--- src/hsl_saturation_lightness_adjust_assert.svh ---
// ----------------------------------------------------------------------------
// HSL adjuster assertion macros
// Immediate-consequence and next-cycle property helpers clocked on clk_i.
// ----------------------------------------------------------------------------
`ifndef HSL_SATURATION_LIGHTNESS_ADJUST_ASSERT_SVH
`define HSL_SATURATION_LIGHTNESS_ADJUST_ASSERT_SVH

// Consequence must hold in the same cycle as the antecedent.
`define HSLA_ASSERT_IMP(lbl, ante, cons) \
  lbl: assert property (@(posedge clk_i) disable iff (!rst_ni) (ante) |-> (cons)) \
    else $error("hsla assertion failed");

// Consequence must hold in the cycle after the antecedent.
`define HSLA_ASSERT_NXT(lbl, ante, cons) \
  lbl: assert property (@(posedge clk_i) disable iff (!rst_ni) (ante) |=> (cons)) \
    else $error("hsla assertion failed");

`endif

--- src/hsla_pkg.sv ---
`timescale 1ns / 1ps
// ----------------------------------------------------------------------------
// HSL adjuster package
// Shared types, constants and helpers of the RGB/HSL saturation-lightness
// adjuster.
// ----------------------------------------------------------------------------
package hsla_pkg;

  localparam int unsigned CH_W       = 8;
  localparam int unsigned Q_W        = 17;
  localparam int unsigned DIV_W      = 11;
  localparam int unsigned DIV_LANES  = 2;
  localparam int unsigned DIV_STAGES = 8;
  localparam int unsigned NUM_CH     = 3;
  localparam int unsigned AMT_W      = 18;
  localparam int unsigned FIFO_DEPTH = 2;

  localparam int unsigned LANE_S = 0;
  localparam int unsigned LANE_H = 1;

  localparam logic [Q_W-1:0] Q_ONE  = 17'd65536;
  localparam logic [Q_W-1:0] Q_HALF = 17'd32768;

  localparam logic [17:0] T3_TURN  = 18'd196608;
  localparam logic [17:0] T3_ONE   = 18'd65536;
  localparam logic [17:0] T3_SIXTH = 18'd32768;
  localparam logic [17:0] T3_HALF  = 18'd98304;
  localparam logic [17:0] T3_TWO3  = 18'd131072;

  localparam logic REG_ADJUST_TARGET = 1'b0;
  localparam logic REG_ADJUST_AMOUNT = 1'b1;

  localparam logic TARGET_SAT   = 1'b0;
  localparam logic TARGET_LIGHT = 1'b1;

  typedef enum logic [1:0] {
    SEG_RISE,
    SEG_FLAT,
    SEG_FALL,
    SEG_LOW
  } seg_e;

  typedef struct packed {
    logic                    target;
    logic signed [AMT_W-1:0] amount;
  } cfg_t;

  typedef struct packed {
    logic [15:0]    h;
    logic [Q_W-1:0] s;
    logic [Q_W-1:0] l;
  } hsl_t;

  typedef struct packed {
    logic [CH_W-1:0] red;
    logic [CH_W-1:0] green;
    logic [CH_W-1:0] blue;
  } rgb_t;

  function automatic logic [Q_W-1:0] clamp_one(input logic signed [20:0] v);
    logic [Q_W-1:0] r;
    if (v < 0) begin
      r = '0;
    end else if (v > $signed({4'b0, Q_ONE})) begin
      r = Q_ONE;
    end else begin
      r = v[Q_W-1:0];
    end
    return r;
  endfunction

endpackage

--- src/hsla_rgb2hsl.sv ---
`timescale 1ns / 1ps
// ----------------------------------------------------------------------------
// RGB to HSL stages
// Extremes, numerators and divisors, then a pipelined radix-2 restoring
// divider (two quotient bits per stage, three in the first) for saturation and hue; lightness
// by reciprocal multiplication at the last stage.
// ----------------------------------------------------------------------------
module hsla_rgb2hsl (
  input  logic                      clk_i,
  input  logic                      rst_ni,
  input  logic                      en_i,
  input  logic                      valid_i,
  input  logic [hsla_pkg::CH_W-1:0] red_i,
  input  logic [hsla_pkg::CH_W-1:0] green_i,
  input  logic [hsla_pkg::CH_W-1:0] blue_i,
  output logic                      valid_o,
  output hsla_pkg::hsl_t            hsl_o
);
  import hsla_pkg::*;

  localparam logic [24:0] L_RECIP = 25'd16843010;

  logic [CH_W-1:0]  mx, mn, d;
  logic [CH_W:0]    sum;
  logic [CH_W-1:0]  den;
  logic [DIV_W-1:0] num, d6;
  logic             ach;

  logic [DIV_LANES-1:0][DIV_W-1:0] a_d, b_d;

  logic                            dv_q  [DIV_STAGES+1];
  logic                            ach_q [DIV_STAGES+1];
  logic [CH_W:0]                   sum_q [DIV_STAGES+1];
  logic [DIV_LANES-1:0][DIV_W-1:0] rem_q [DIV_STAGES+1];
  logic [DIV_LANES-1:0][DIV_W-1:0] bq_q  [DIV_STAGES+1];
  logic [DIV_LANES-1:0][Q_W-1:0]   quo_q [DIV_STAGES+1];

  logic [23:0] ln_n;
  logic [48:0] lp;

  logic valid_q;
  hsl_t hsl_d, hsl_q;

  always_comb begin
    mx = red_i;
    if (green_i > mx) mx = green_i;
    if (blue_i > mx) mx = blue_i;
    mn = red_i;
    if (green_i < mn) mn = green_i;
    if (blue_i < mn) mn = blue_i;
    sum = {1'b0, mx} + {1'b0, mn};
    d   = mx - mn;
    ach = (d == '0);
    d6  = ({3'b0, d} << 2) + ({3'b0, d} << 1);
    den = (sum > 9'd255) ? 8'(9'd510 - sum) : sum[CH_W-1:0];
    if (mx == red_i) begin
      num = {3'b0, green_i} - {3'b0, blue_i} + ((green_i < blue_i) ? d6 : 11'd0);
    end else if (mx == green_i) begin
      num = {3'b0, blue_i} - {3'b0, red_i} + ({3'b0, d} << 1);
    end else begin
      num = {3'b0, red_i} - {3'b0, green_i} + ({3'b0, d} << 2);
    end
    a_d[LANE_S] = {3'b0, d};
    b_d[LANE_S] = ach ? 11'd1 : {3'b0, den};
    a_d[LANE_H] = num;
    b_d[LANE_H] = ach ? 11'd1 : d6;
  end

  always_ff @(posedge clk_i or negedge rst_ni) begin
    if (!rst_ni) begin
      dv_q[0] <= 1'b0;
    end else if (en_i) begin
      dv_q[0] <= valid_i;
    end
  end

  always_ff @(posedge clk_i) begin
    if (en_i) begin
      ach_q[0] <= ach;
      sum_q[0] <= sum;
      rem_q[0] <= a_d;
      bq_q[0]  <= b_d;
      quo_q[0] <= '0;
    end
  end

  for (genvar k = 1; k <= DIV_STAGES; k++) begin : g_div
    localparam int BIT_TOP = 15 - 2 * (k - 1);
    logic [DIV_LANES-1:0][DIV_W-1:0] rem_d;
    logic [DIV_LANES-1:0][Q_W-1:0]   quo_d;

    always_comb begin
      logic [DIV_W:0] t;
      logic [15:0]    hb;
      t  = '0;
      hb = '0;
      for (int ln = 0; ln < DIV_LANES; ln++) begin
        rem_d[ln] = rem_q[k-1][ln];
        quo_d[ln] = quo_q[k-1][ln];
        hb        = {6'b0, bq_q[k-1][ln][DIV_W-1:1]};
        if (k == 1) begin
          if (rem_d[ln] >= bq_q[k-1][ln]) begin
            quo_d[ln][Q_W-1] = 1'b1;
            rem_d[ln]        = rem_d[ln] - bq_q[k-1][ln];
          end
        end
        for (int j = 0; j < 2; j++) begin
          t = {rem_d[ln], hb[4'(BIT_TOP - j)]};
          if (t >= {1'b0, bq_q[k-1][ln]}) begin
            quo_d[ln][5'(BIT_TOP - j)] = 1'b1;
            t = t - {1'b0, bq_q[k-1][ln]};
          end
          rem_d[ln] = t[DIV_W-1:0];
        end
      end
    end

    always_ff @(posedge clk_i or negedge rst_ni) begin
      if (!rst_ni) begin
        dv_q[k] <= 1'b0;
      end else if (en_i) begin
        dv_q[k] <= dv_q[k-1];
      end
    end

    always_ff @(posedge clk_i) begin
      if (en_i) begin
        ach_q[k] <= ach_q[k-1];
        sum_q[k] <= sum_q[k-1];
        rem_q[k] <= rem_d;
        bq_q[k]  <= bq_q[k-1];
        quo_q[k] <= quo_d;
      end
    end
  end

  always_comb begin
    ln_n    = {sum_q[DIV_STAGES], 15'b0} + 24'd127;
    lp      = 49'(ln_n) * 49'(L_RECIP);
    hsl_d.l = lp[48:32];
    hsl_d.s = ach_q[DIV_STAGES] ? '0 : quo_q[DIV_STAGES][LANE_S];
    hsl_d.h = ach_q[DIV_STAGES] ? '0 : quo_q[DIV_STAGES][LANE_H][15:0];
  end

  always_ff @(posedge clk_i or negedge rst_ni) begin
    if (!rst_ni) begin
      valid_q <= 1'b0;
    end else if (en_i) begin
      valid_q <= dv_q[DIV_STAGES];
    end
  end

  always_ff @(posedge clk_i) begin
    if (en_i) begin
      hsl_q <= hsl_d;
    end
  end

  assign valid_o = valid_q;
  assign hsl_o   = hsl_q;

endmodule

--- src/hsla_hsl2rgb.sv ---
`timescale 1ns / 1ps
// ----------------------------------------------------------------------------
// HSL to RGB stages
// Adjust and clamp, lightness-saturation product, q/p computation, hue segment
// select, channel products, channel value and byte rounding, one register stage each.
// ----------------------------------------------------------------------------
module hsla_hsl2rgb (
  input  logic           clk_i,
  input  logic           rst_ni,
  input  logic           en_i,
  input  hsla_pkg::cfg_t cfg_i,
  input  logic           valid_i,
  input  hsla_pkg::hsl_t hsl_i,
  output logic           valid_o,
  output hsla_pkg::rgb_t rgb_o
);
  import hsla_pkg::*;

  localparam int unsigned NSTG = 7;

  logic v_q [NSTG];

  // adjust
  logic signed [19:0] adj_sum;
  logic [Q_W-1:0]     s1_d, l1_d, s1_q, l1_q;
  logic [15:0]        h1_q;

  // product
  logic [17:0]        op2;
  logic               lo2_d, lo2_q;
  logic [34:0]        prod2_d, prod2_q;
  logic [Q_W-1:0]     s2_q, l2_q;
  logic [15:0]        h2_q;

  // q, p, diff
  logic [19:0]        rnd3;
  logic signed [20:0] qv3;
  logic [Q_W-1:0]     q3, p3_d, diff3_d, p3_q, diff3_q;
  logic [15:0]        h3_q;

  // segments
  logic [17:0]             th3;
  logic [NUM_CH-1:0][17:0] t4;
  seg_e                    seg4_d [NUM_CH];
  seg_e                    seg4_q [NUM_CH];
  logic [NUM_CH-1:0][15:0] fac4_d, fac4_q;
  logic [Q_W-1:0]          p4_q, diff4_q;

  // channel products
  logic [NUM_CH-1:0][32:0] prod5_d, prod5_q;
  seg_e                    seg5_q [NUM_CH];
  logic [Q_W-1:0]          p5_q, diff5_q;

  // channel values
  logic [NUM_CH-1:0][Q_W-1:0] v6_d, v6_q;

  // bytes
  logic [NUM_CH-1:0][CH_W-1:0] byte7_d;
  rgb_t                        rgb7_q;

  always_ff @(posedge clk_i or negedge rst_ni) begin
    if (!rst_ni) begin
      for (int i = 0; i < NSTG; i++) v_q[i] <= 1'b0;
    end else if (en_i) begin
      v_q[0] <= valid_i;
      for (int i = 1; i < NSTG; i++) v_q[i] <= v_q[i-1];
    end
  end

  always_comb begin
    s1_d = hsl_i.s;
    l1_d = hsl_i.l;
    if (cfg_i.target == TARGET_SAT) begin
      adj_sum = $signed({3'b0, hsl_i.s}) + 20'(cfg_i.amount);
      s1_d    = clamp_one(21'(adj_sum));
    end else begin
      adj_sum = $signed({3'b0, hsl_i.l}) + 20'(cfg_i.amount);
      l1_d    = clamp_one(21'(adj_sum));
    end
  end

  always_comb begin
    lo2_d   = (l1_q < Q_HALF);
    op2     = lo2_d ? ({1'b0, Q_ONE} + {1'b0, s1_q}) : {1'b0, s1_q};
    prod2_d = 35'(l1_q) * 35'(op2);
  end

  always_comb begin
    rnd3 = 20'((36'(prod2_q) + 36'd32768) >> 16);
    if (lo2_q) begin
      qv3 = $signed({1'b0, rnd3});
    end else begin
      qv3 = $signed({4'b0, l2_q}) + $signed({4'b0, s2_q}) - $signed({1'b0, rnd3});
    end
    q3      = clamp_one(qv3);
    p3_d    = clamp_one($signed({3'b0, l2_q, 1'b0}) - $signed({4'b0, q3}));
    diff3_d = (q3 >= p3_d) ? (q3 - p3_d) : '0;
  end

  always_comb begin
    logic [18:0] tr;
    th3 = {1'b0, h3_q, 1'b0} + {2'b0, h3_q};
    tr  = {1'b0, th3} + {1'b0, T3_ONE};
    t4[0] = (tr > {1'b0, T3_TURN}) ? 18'(tr - {1'b0, T3_TURN}) : tr[17:0];
    t4[1] = th3;
    t4[2] = (th3 < T3_ONE) ? (th3 + T3_TWO3) : (th3 - T3_ONE);
    for (int c = 0; c < NUM_CH; c++) begin
      if (t4[c] < T3_SIXTH) begin
        seg4_d[c] = SEG_RISE;
        fac4_d[c] = t4[c][15:0];
      end else if (t4[c] < T3_HALF) begin
        seg4_d[c] = SEG_FLAT;
        fac4_d[c] = '0;
      end else if (t4[c] < T3_TWO3) begin
        seg4_d[c] = SEG_FALL;
        fac4_d[c] = 16'(T3_TWO3 - t4[c]);
      end else begin
        seg4_d[c] = SEG_LOW;
        fac4_d[c] = '0;
      end
    end
  end

  always_comb begin
    for (int c = 0; c < NUM_CH; c++) begin
      prod5_d[c] = 33'(diff4_q) * 33'(fac4_q[c]);
    end
  end

  always_comb begin
    logic [18:0] vs;
    vs = '0;
    for (int c = 0; c < NUM_CH; c++) begin
      case (seg5_q[c])
        SEG_RISE, SEG_FALL: vs = {2'b0, p5_q} + 19'((34'(prod5_q[c]) + 34'd16384) >> 15);
        SEG_FLAT:           vs = {2'b0, p5_q} + {2'b0, diff5_q};
        SEG_LOW:            vs = {2'b0, p5_q};
        default:            vs = {2'b0, p5_q};
      endcase
      v6_d[c] = (vs > {2'b0, Q_ONE}) ? Q_ONE : vs[Q_W-1:0];
    end
  end

  always_comb begin
    logic [24:0] sc;
    logic [8:0]  r9;
    sc = '0;
    r9 = '0;
    for (int c = 0; c < NUM_CH; c++) begin
      sc = ({8'b0, v6_q[c]} << 8) - {8'b0, v6_q[c]} + 25'd32768;
      r9 = sc[24:16];
      byte7_d[c] = r9[8] ? 8'd255 : r9[7:0];
    end
  end

  always_ff @(posedge clk_i) begin
    if (en_i) begin
      h1_q    <= hsl_i.h;
      s1_q    <= s1_d;
      l1_q    <= l1_d;
      lo2_q   <= lo2_d;
      prod2_q <= prod2_d;
      s2_q    <= s1_q;
      l2_q    <= l1_q;
      h2_q    <= h1_q;
      p3_q    <= p3_d;
      diff3_q <= diff3_d;
      h3_q    <= h2_q;
      fac4_q  <= fac4_d;
      p4_q    <= p3_q;
      diff4_q <= diff3_q;
      prod5_q <= prod5_d;
      p5_q    <= p4_q;
      diff5_q <= diff4_q;
      v6_q    <= v6_d;
      rgb7_q  <= {byte7_d[0], byte7_d[1], byte7_d[2]};
      for (int c = 0; c < NUM_CH; c++) begin
        seg4_q[c] <= seg4_d[c];
        seg5_q[c] <= seg4_q[c];
      end
    end
  end

  assign valid_o = v_q[NSTG-1];
  assign rgb_o   = rgb7_q;

endmodule

--- src/hsl_saturation_lightness_adjust.sv ---
`timescale 1ns / 1ps
// ----------------------------------------------------------------------------
// HSL saturation / lightness adjuster
// RGB pixel to HSL, signed delta on saturation or lightness, back to RGB.
//
// Channel   Direction   Handshake               Payload
// in        input       in_valid_i/in_ready_o   in_red_i, in_green_i, in_blue_i
// out       output      out_valid_o/out_ready_i out_red_o, out_green_o, out_blue_o
// cfg       input       cfg_we_i (no wait)      cfg_idx_i, cfg_wdata_i
//
// One pixel per cycle while in_ready_o is high; out_valid_o rises once a pixel
// has passed the 17-stage datapath (8 divider stages) and the output buffer write.
// Reset clears both registers to zero and empties the pipeline.
// The pipeline freezes only while the two-entry output buffer is full and
// out_ready_i is low; in_ready_o drops in that case.
// ----------------------------------------------------------------------------
`include "hsl_saturation_lightness_adjust_assert.svh"

module hsl_saturation_lightness_adjust (
  input  logic                         clk_i,
  input  logic                         rst_ni,
  input  logic                         in_valid_i,
  output logic                         in_ready_o,
  input  logic [hsla_pkg::CH_W-1:0]    in_red_i,
  input  logic [hsla_pkg::CH_W-1:0]    in_green_i,
  input  logic [hsla_pkg::CH_W-1:0]    in_blue_i,
  output logic                         out_valid_o,
  input  logic                         out_ready_i,
  output logic [hsla_pkg::CH_W-1:0]    out_red_o,
  output logic [hsla_pkg::CH_W-1:0]    out_green_o,
  output logic [hsla_pkg::CH_W-1:0]    out_blue_o,
  input  logic                         cfg_we_i,
  input  logic                         cfg_idx_i,
  input  logic [hsla_pkg::AMT_W-1:0]   cfg_wdata_i
);
  import hsla_pkg::*;

  cfg_t cfg_q;
  logic advance, push, pop;
  logic hv, pv;
  hsl_t hsl;
  rgb_t prgb;

  rgb_t       buf_q [FIFO_DEPTH];
  logic       wptr_q, rptr_q;
  logic [1:0] cnt_q;

  always_ff @(posedge clk_i or negedge rst_ni) begin
    if (!rst_ni) begin
      cfg_q <= '0;
    end else if (cfg_we_i) begin
      case (cfg_idx_i)
        REG_ADJUST_TARGET: cfg_q.target <= cfg_wdata_i[0];
        REG_ADJUST_AMOUNT: cfg_q.amount <= $signed(cfg_wdata_i);
        default:           cfg_q <= cfg_q;
      endcase
    end
  end

  assign advance    = (cnt_q != 2'(FIFO_DEPTH)) || out_ready_i;
  assign in_ready_o = advance;
  assign push       = pv && advance;
  assign pop        = out_valid_o && out_ready_i;

  hsla_rgb2hsl u_rgb2hsl (
    .clk_i   (clk_i),
    .rst_ni  (rst_ni),
    .en_i    (advance),
    .valid_i (in_valid_i),
    .red_i   (in_red_i),
    .green_i (in_green_i),
    .blue_i  (in_blue_i),
    .valid_o (hv),
    .hsl_o   (hsl)
  );

  hsla_hsl2rgb u_hsl2rgb (
    .clk_i   (clk_i),
    .rst_ni  (rst_ni),
    .en_i    (advance),
    .cfg_i   (cfg_q),
    .valid_i (hv),
    .hsl_i   (hsl),
    .valid_o (pv),
    .rgb_o   (prgb)
  );

  always_ff @(posedge clk_i or negedge rst_ni) begin
    if (!rst_ni) begin
      wptr_q <= 1'b0;
      rptr_q <= 1'b0;
      cnt_q  <= '0;
    end else begin
      if (push) wptr_q <= ~wptr_q;
      if (pop) rptr_q <= ~rptr_q;
      case ({push, pop})
        2'b10:   cnt_q <= cnt_q + 2'd1;
        2'b01:   cnt_q <= cnt_q - 2'd1;
        default: cnt_q <= cnt_q;
      endcase
    end
  end

  always_ff @(posedge clk_i) begin
    if (push) begin
      buf_q[wptr_q] <= prgb;
    end
  end

  assign out_valid_o = (cnt_q != '0);
  assign out_red_o   = buf_q[rptr_q].red;
  assign out_green_o = buf_q[rptr_q].green;
  assign out_blue_o  = buf_q[rptr_q].blue;

  `HSLA_ASSERT_IMP(a_cnt_range, 1'b1, cnt_q <= 2'(FIFO_DEPTH))
  `HSLA_ASSERT_IMP(a_stall_full, !in_ready_o, cnt_q == 2'(FIFO_DEPTH))
  `HSLA_ASSERT_NXT(a_cnt_inc, push && !pop, cnt_q == $past(cnt_q) + 2'd1)
  `HSLA_ASSERT_NXT(a_cnt_dec, pop && !push, cnt_q == $past(cnt_q) - 2'd1)

endmodule

--- config.mk ---
export PLATFORM = sky130hd
export DESIGN_NAME = hsl_saturation_lightness_adjust
export DESIGN_NICKNAME = d
export VERILOG_FILES = /design/src/hsla_pkg.sv /design/src/hsla_rgb2hsl.sv /design/src/hsla_hsl2rgb.sv /design/src/hsl_saturation_lightness_adjust.sv
export VERILOG_INCLUDE_DIRS = /design/src /design/src/src
export SDC_FILE = /design/constraint.sdc
export NUM_CORES = 2
export LEC_CHECK = 0
export BUFFER_PORTS_ARGS = -buffer_cell sky130_fd_sc_hd__buf_2
export CAP_MARGIN = 20
export CORE_MARGIN = 4
export CORE_UTILIZATION = 65
export DETAILED_ROUTE_END_ITERATION = 12
export PLACE_DENSITY = 0.83
export SYNTH_ARGS = -nofsm -noshare
export SYNTH_HDL_FRONTEND = slang
export SYNTH_SLANG_ARGS = --single-unit
--- constraint.sdc ---
create_clock -name clk_i -period 26 [get_ports clk_i]
set_input_delay 1.3 -clock clk_i [delete_from_list [all_inputs] [get_ports clk_i]]
set_output_delay 1.3 -clock clk_i [all_outputs]
set_load 0.05 [all_outputs]
==> results by group <==
Global route
  • GR Overflow Total: 0
  • Largest net degree at the start of global routing: 156
  • First-pass GRT wire length: 225,000 um
  • Initial antenna violation count: 1
  • Vias in the first global route: 44,382
  • Tot GR Track Use: 0.272

Logic synthesis
  • Most common flop cell mapped by yosys: edfxtp_1
  • Synth Instances: 5,855
  • FFs w/ async S/R, synth: 0.0484
  • Post-synthesis mux area share: 0.0237
  • Avg Cell Area, Syn: 10.7 um^2
  • Post-Synth Simple-Gate Area: 0.120
  • Top cell type by total area after synthesis: edfxtp_1
  • Unique masters post-synth: 82
  • Syn_nets: 6,992
  • Post-Synth XOR/XNOR Area: 0.0499
  • Adder-Cell Fraction of Synth Area: 0.264
  • Yosys warning total: 0
  • Top cells by area, synth: edfxtp_1, ha_1, fa_1
  • Yosys reg bits: 827
  • Sequential-to-total area share from yosys stat: 0.392
  • Compound-Gate Fraction of Synth Area: 0.0928
  • Largest family of logic cells by synthesized area: adder cells
  • Cell Area, Synth: 62,800 um^2
  • Post-synth EDFFs: 787
  • Top cell type's share of synthesized area: 0.376

Worst setup path
  • Top cell by count, worst path: o21ai_0
  • Slowest cell on the critical path: a2111oi_0
  • Worst Path Required: 26,380 ps
  • Setup CP Type: flop to flop
  • Crit path launch type: flop
  • Arr. time, crit path: 14,100 ps
  • Worst-path fanout max: 17
  • Slowest stage delay, CP: 700 ps
  • Worst setup EP type: flop

Drt
  • Final ANT Viol Nets: 0
  • Via Count: 42,937
  • Drc violations: 0
  • DR pass1 iterations: 6
  • Drt wl/cell: 19.1 um
  • Drt total wl: 138,000 um
  • DR vias/cell: 5.91
  • DR iter-0 viols: 3,064

Timing
  • Crit share post-route: 0.528
  • Final WS setup: 12,280 ps
  • Tmin final: 13,720 ps
  • Clk_skew: 42.0 ps
  • Relative slew slack: 0.214
  • Worst-Margin Slew: 1180 ps
  • Final setup fails: 0
  • Final hold viol count: 0
  • Peak Freq: 72.9 MHz
  • RSZ-0062 raised after global routing: false
  • Fin Setup TNS: 0 ps
  • Final count of pins violating max slew: 0

Layout
  • Ant diodes: 0
  • Most common cell after layout, fill and taps aside: inv_1
  • Fill cell count: 6,504
  • Core Util, Final: 0.707
  • Nets: 7,066
  • P&R area growth vs syn: 7.47%
  • Commonest cells after routing, fill and taps aside: inv_1, edfxtp_1, ha_1
  • Fraction of layout cells with a size suffix above 1: 0.0610

Placed design
  • GPL Wtd Cong: 0.964
  • DP Worst Slack: 12,540 ps
  • Input/output buffers: 73
  • Hpwl dp: 102,000 um

Floorplanning
  • IO Pins: 74
  • Core ar.: 95,400 um^2
  • Initial Util: 0.658
  • DIE AREA: 102,000 um^2
  • Row Count: 113
  • Die height: 319 um
  • Die X: 319 um

Clock tree
  • Clock Sinks: 827
  • CTS resizes: 0
  • CTS HTree Levels: 3
  • CTS tree: yes
  • Post-CTS Setup Inserts: 0
  • Root Driver: clkbuf_16
  • CTS clock-pin slew for the worst setup and hold paths: 60 ps
  • Clock buffer depth: 3
  • Hold_buf cts: 0
  • Worst-Skew Late Latency: 660 ps
  • Num CTS Buffers: 87

Min path
  • Worst hold-check path type: flop to flop

Run
  • Max-Cap Viols: 0

Run status
  • Status: complete, no violations
[logic make-up (layout without fill, tap and decap cells)]
logic type	after synthesis	count (layout)
AND/OR/NAND/NOR	1569	1569
adder cells (fa/ha/maj)	1091	1091
buffers and inverters	965	1111
AO/OA/AOI/OAI	907	907
flip-flops	827	827
XOR/XNOR	358	358
multiplexers	138	138
[path summary, 6_finish.rpt]
kind	startpoint	to	slack, ps	depth (start not counted)
hold reg to reg	u_rgb2hsl.rem_q[0][24]	u_rgb2hsl.rem_q[0][48]	410	0
max in group asynchronous	rst_ni	cfg_q[13]	24830	2
min in group asynchronous	rst_ni	u_hsl2rgb.valid_o	740	2
hold / removal	u_rgb2hsl.rem_q[0][24]	u_rgb2hsl.rem_q[0][48]	410	0
setup reg to reg	u_hsl2rgb.l2_q[1]	u_hsl2rgb.diff3_q[4]	12280	52
setup / recovery	u_hsl2rgb.l2_q[1]	u_hsl2rgb.diff3_q[4]	12280	52
[stage by stage]
step                      area (um^2)  instances  hold slack [ps]
final                           67500       7266              412
after global routing            67500       7266              415
after detailed placement        64600       7104              405
after global placement          64600       7104              400
after floorplan                 62800       5855              400
after CTS                       67500       7265              408
[per-layer routing]
layer	wire length, um	up-vias	GRT usage
li1	-	20185	-
met1	55200	20864	0.344
met2	68200	1526	0.471
met3	10000	362	0.0502
met4	5060	0	0.0979
met5	0	-	0
[final cells by class]
class	count	area [um^2]	area share
clock buffer	101	2230	0.0330
tap	1265	1580	0.0235
multi-input combinational	4063	34500	0.512
sequential	827	24600	0.365
inverter	825	3100	0.0460
clock inverter	60	624	0.00925
timing repair buffer	125	776	0.0115
[sequential cells by signal (all words and copies together) (netlist names), 15 cells and up]
register and flops:
cfg_q 19, u_hsl2rgb.diff3_q 17, u_hsl2rgb.s2_q 17, u_rgb2hsl.sum_q 80, u_hsl2rgb.l1_q 17, u_rgb2hsl.hsl_o 34
u_hsl2rgb.rgb_o 24, u_hsl2rgb.l2_q 17, u_hsl2rgb.v6_q 51, u_rgb2hsl.rem_q 109, u_hsl2rgb.p4_q 17, u_hsl2rgb.s1_q 17
u_hsl2rgb.p3_q 17, u_rgb2hsl.quo_q 48, u_rgb2hsl.bq_q 144, u_hsl2rgb.prod5_q 15, u_hsl2rgb.diff4_q 17, buf_q 48
u_hsl2rgb.p5_q 17, u_hsl2rgb.diff5_q 17, u_hsl2rgb.prod2_q 20
[synthesized netlist by cell type, drive strengths merged (8+ instances only)]
master and number:
o21a 31, nor3b 11, a211o 9, mux2i 55
edfxtp 787, or3 18, nor4 27, mux2 83
o21bai 77, or2 11, a211oi 15, o211ai 14
dfrtp 40, xor2 119, a21boi 27, nand4 49
and3 38, nand2b 71, nor2b 80, inv 825
nor3 84, a21o 108, a2111oi 8, a221oi 9
nand3 59, a31oi 29, o31ai 19, xnor2 239
fa 390, clkbuf 130, a21oi 252, o21ai 214
and2 179, nand2 605, ha 699, buf 10
o31a 8, o2bb2ai 11, nor2 305
[worst max-delay path, delay by kind of cell (launching register included)]
kind | cells | cell delay [ps]
XOR/XNOR | 1 | 150
adder cells (fa/ha/maj) | 4 | 1560
buffers and inverters | 2 | 490
AO/OA/AOI/OAI | 34 | 8500
flip-flops | 1 | 450
AND/OR/NAND/NOR | 11 | 2260
Power is not shown: default switching activity piles up to over one toggle a cycle in this logic, so the estimate is an artifact.
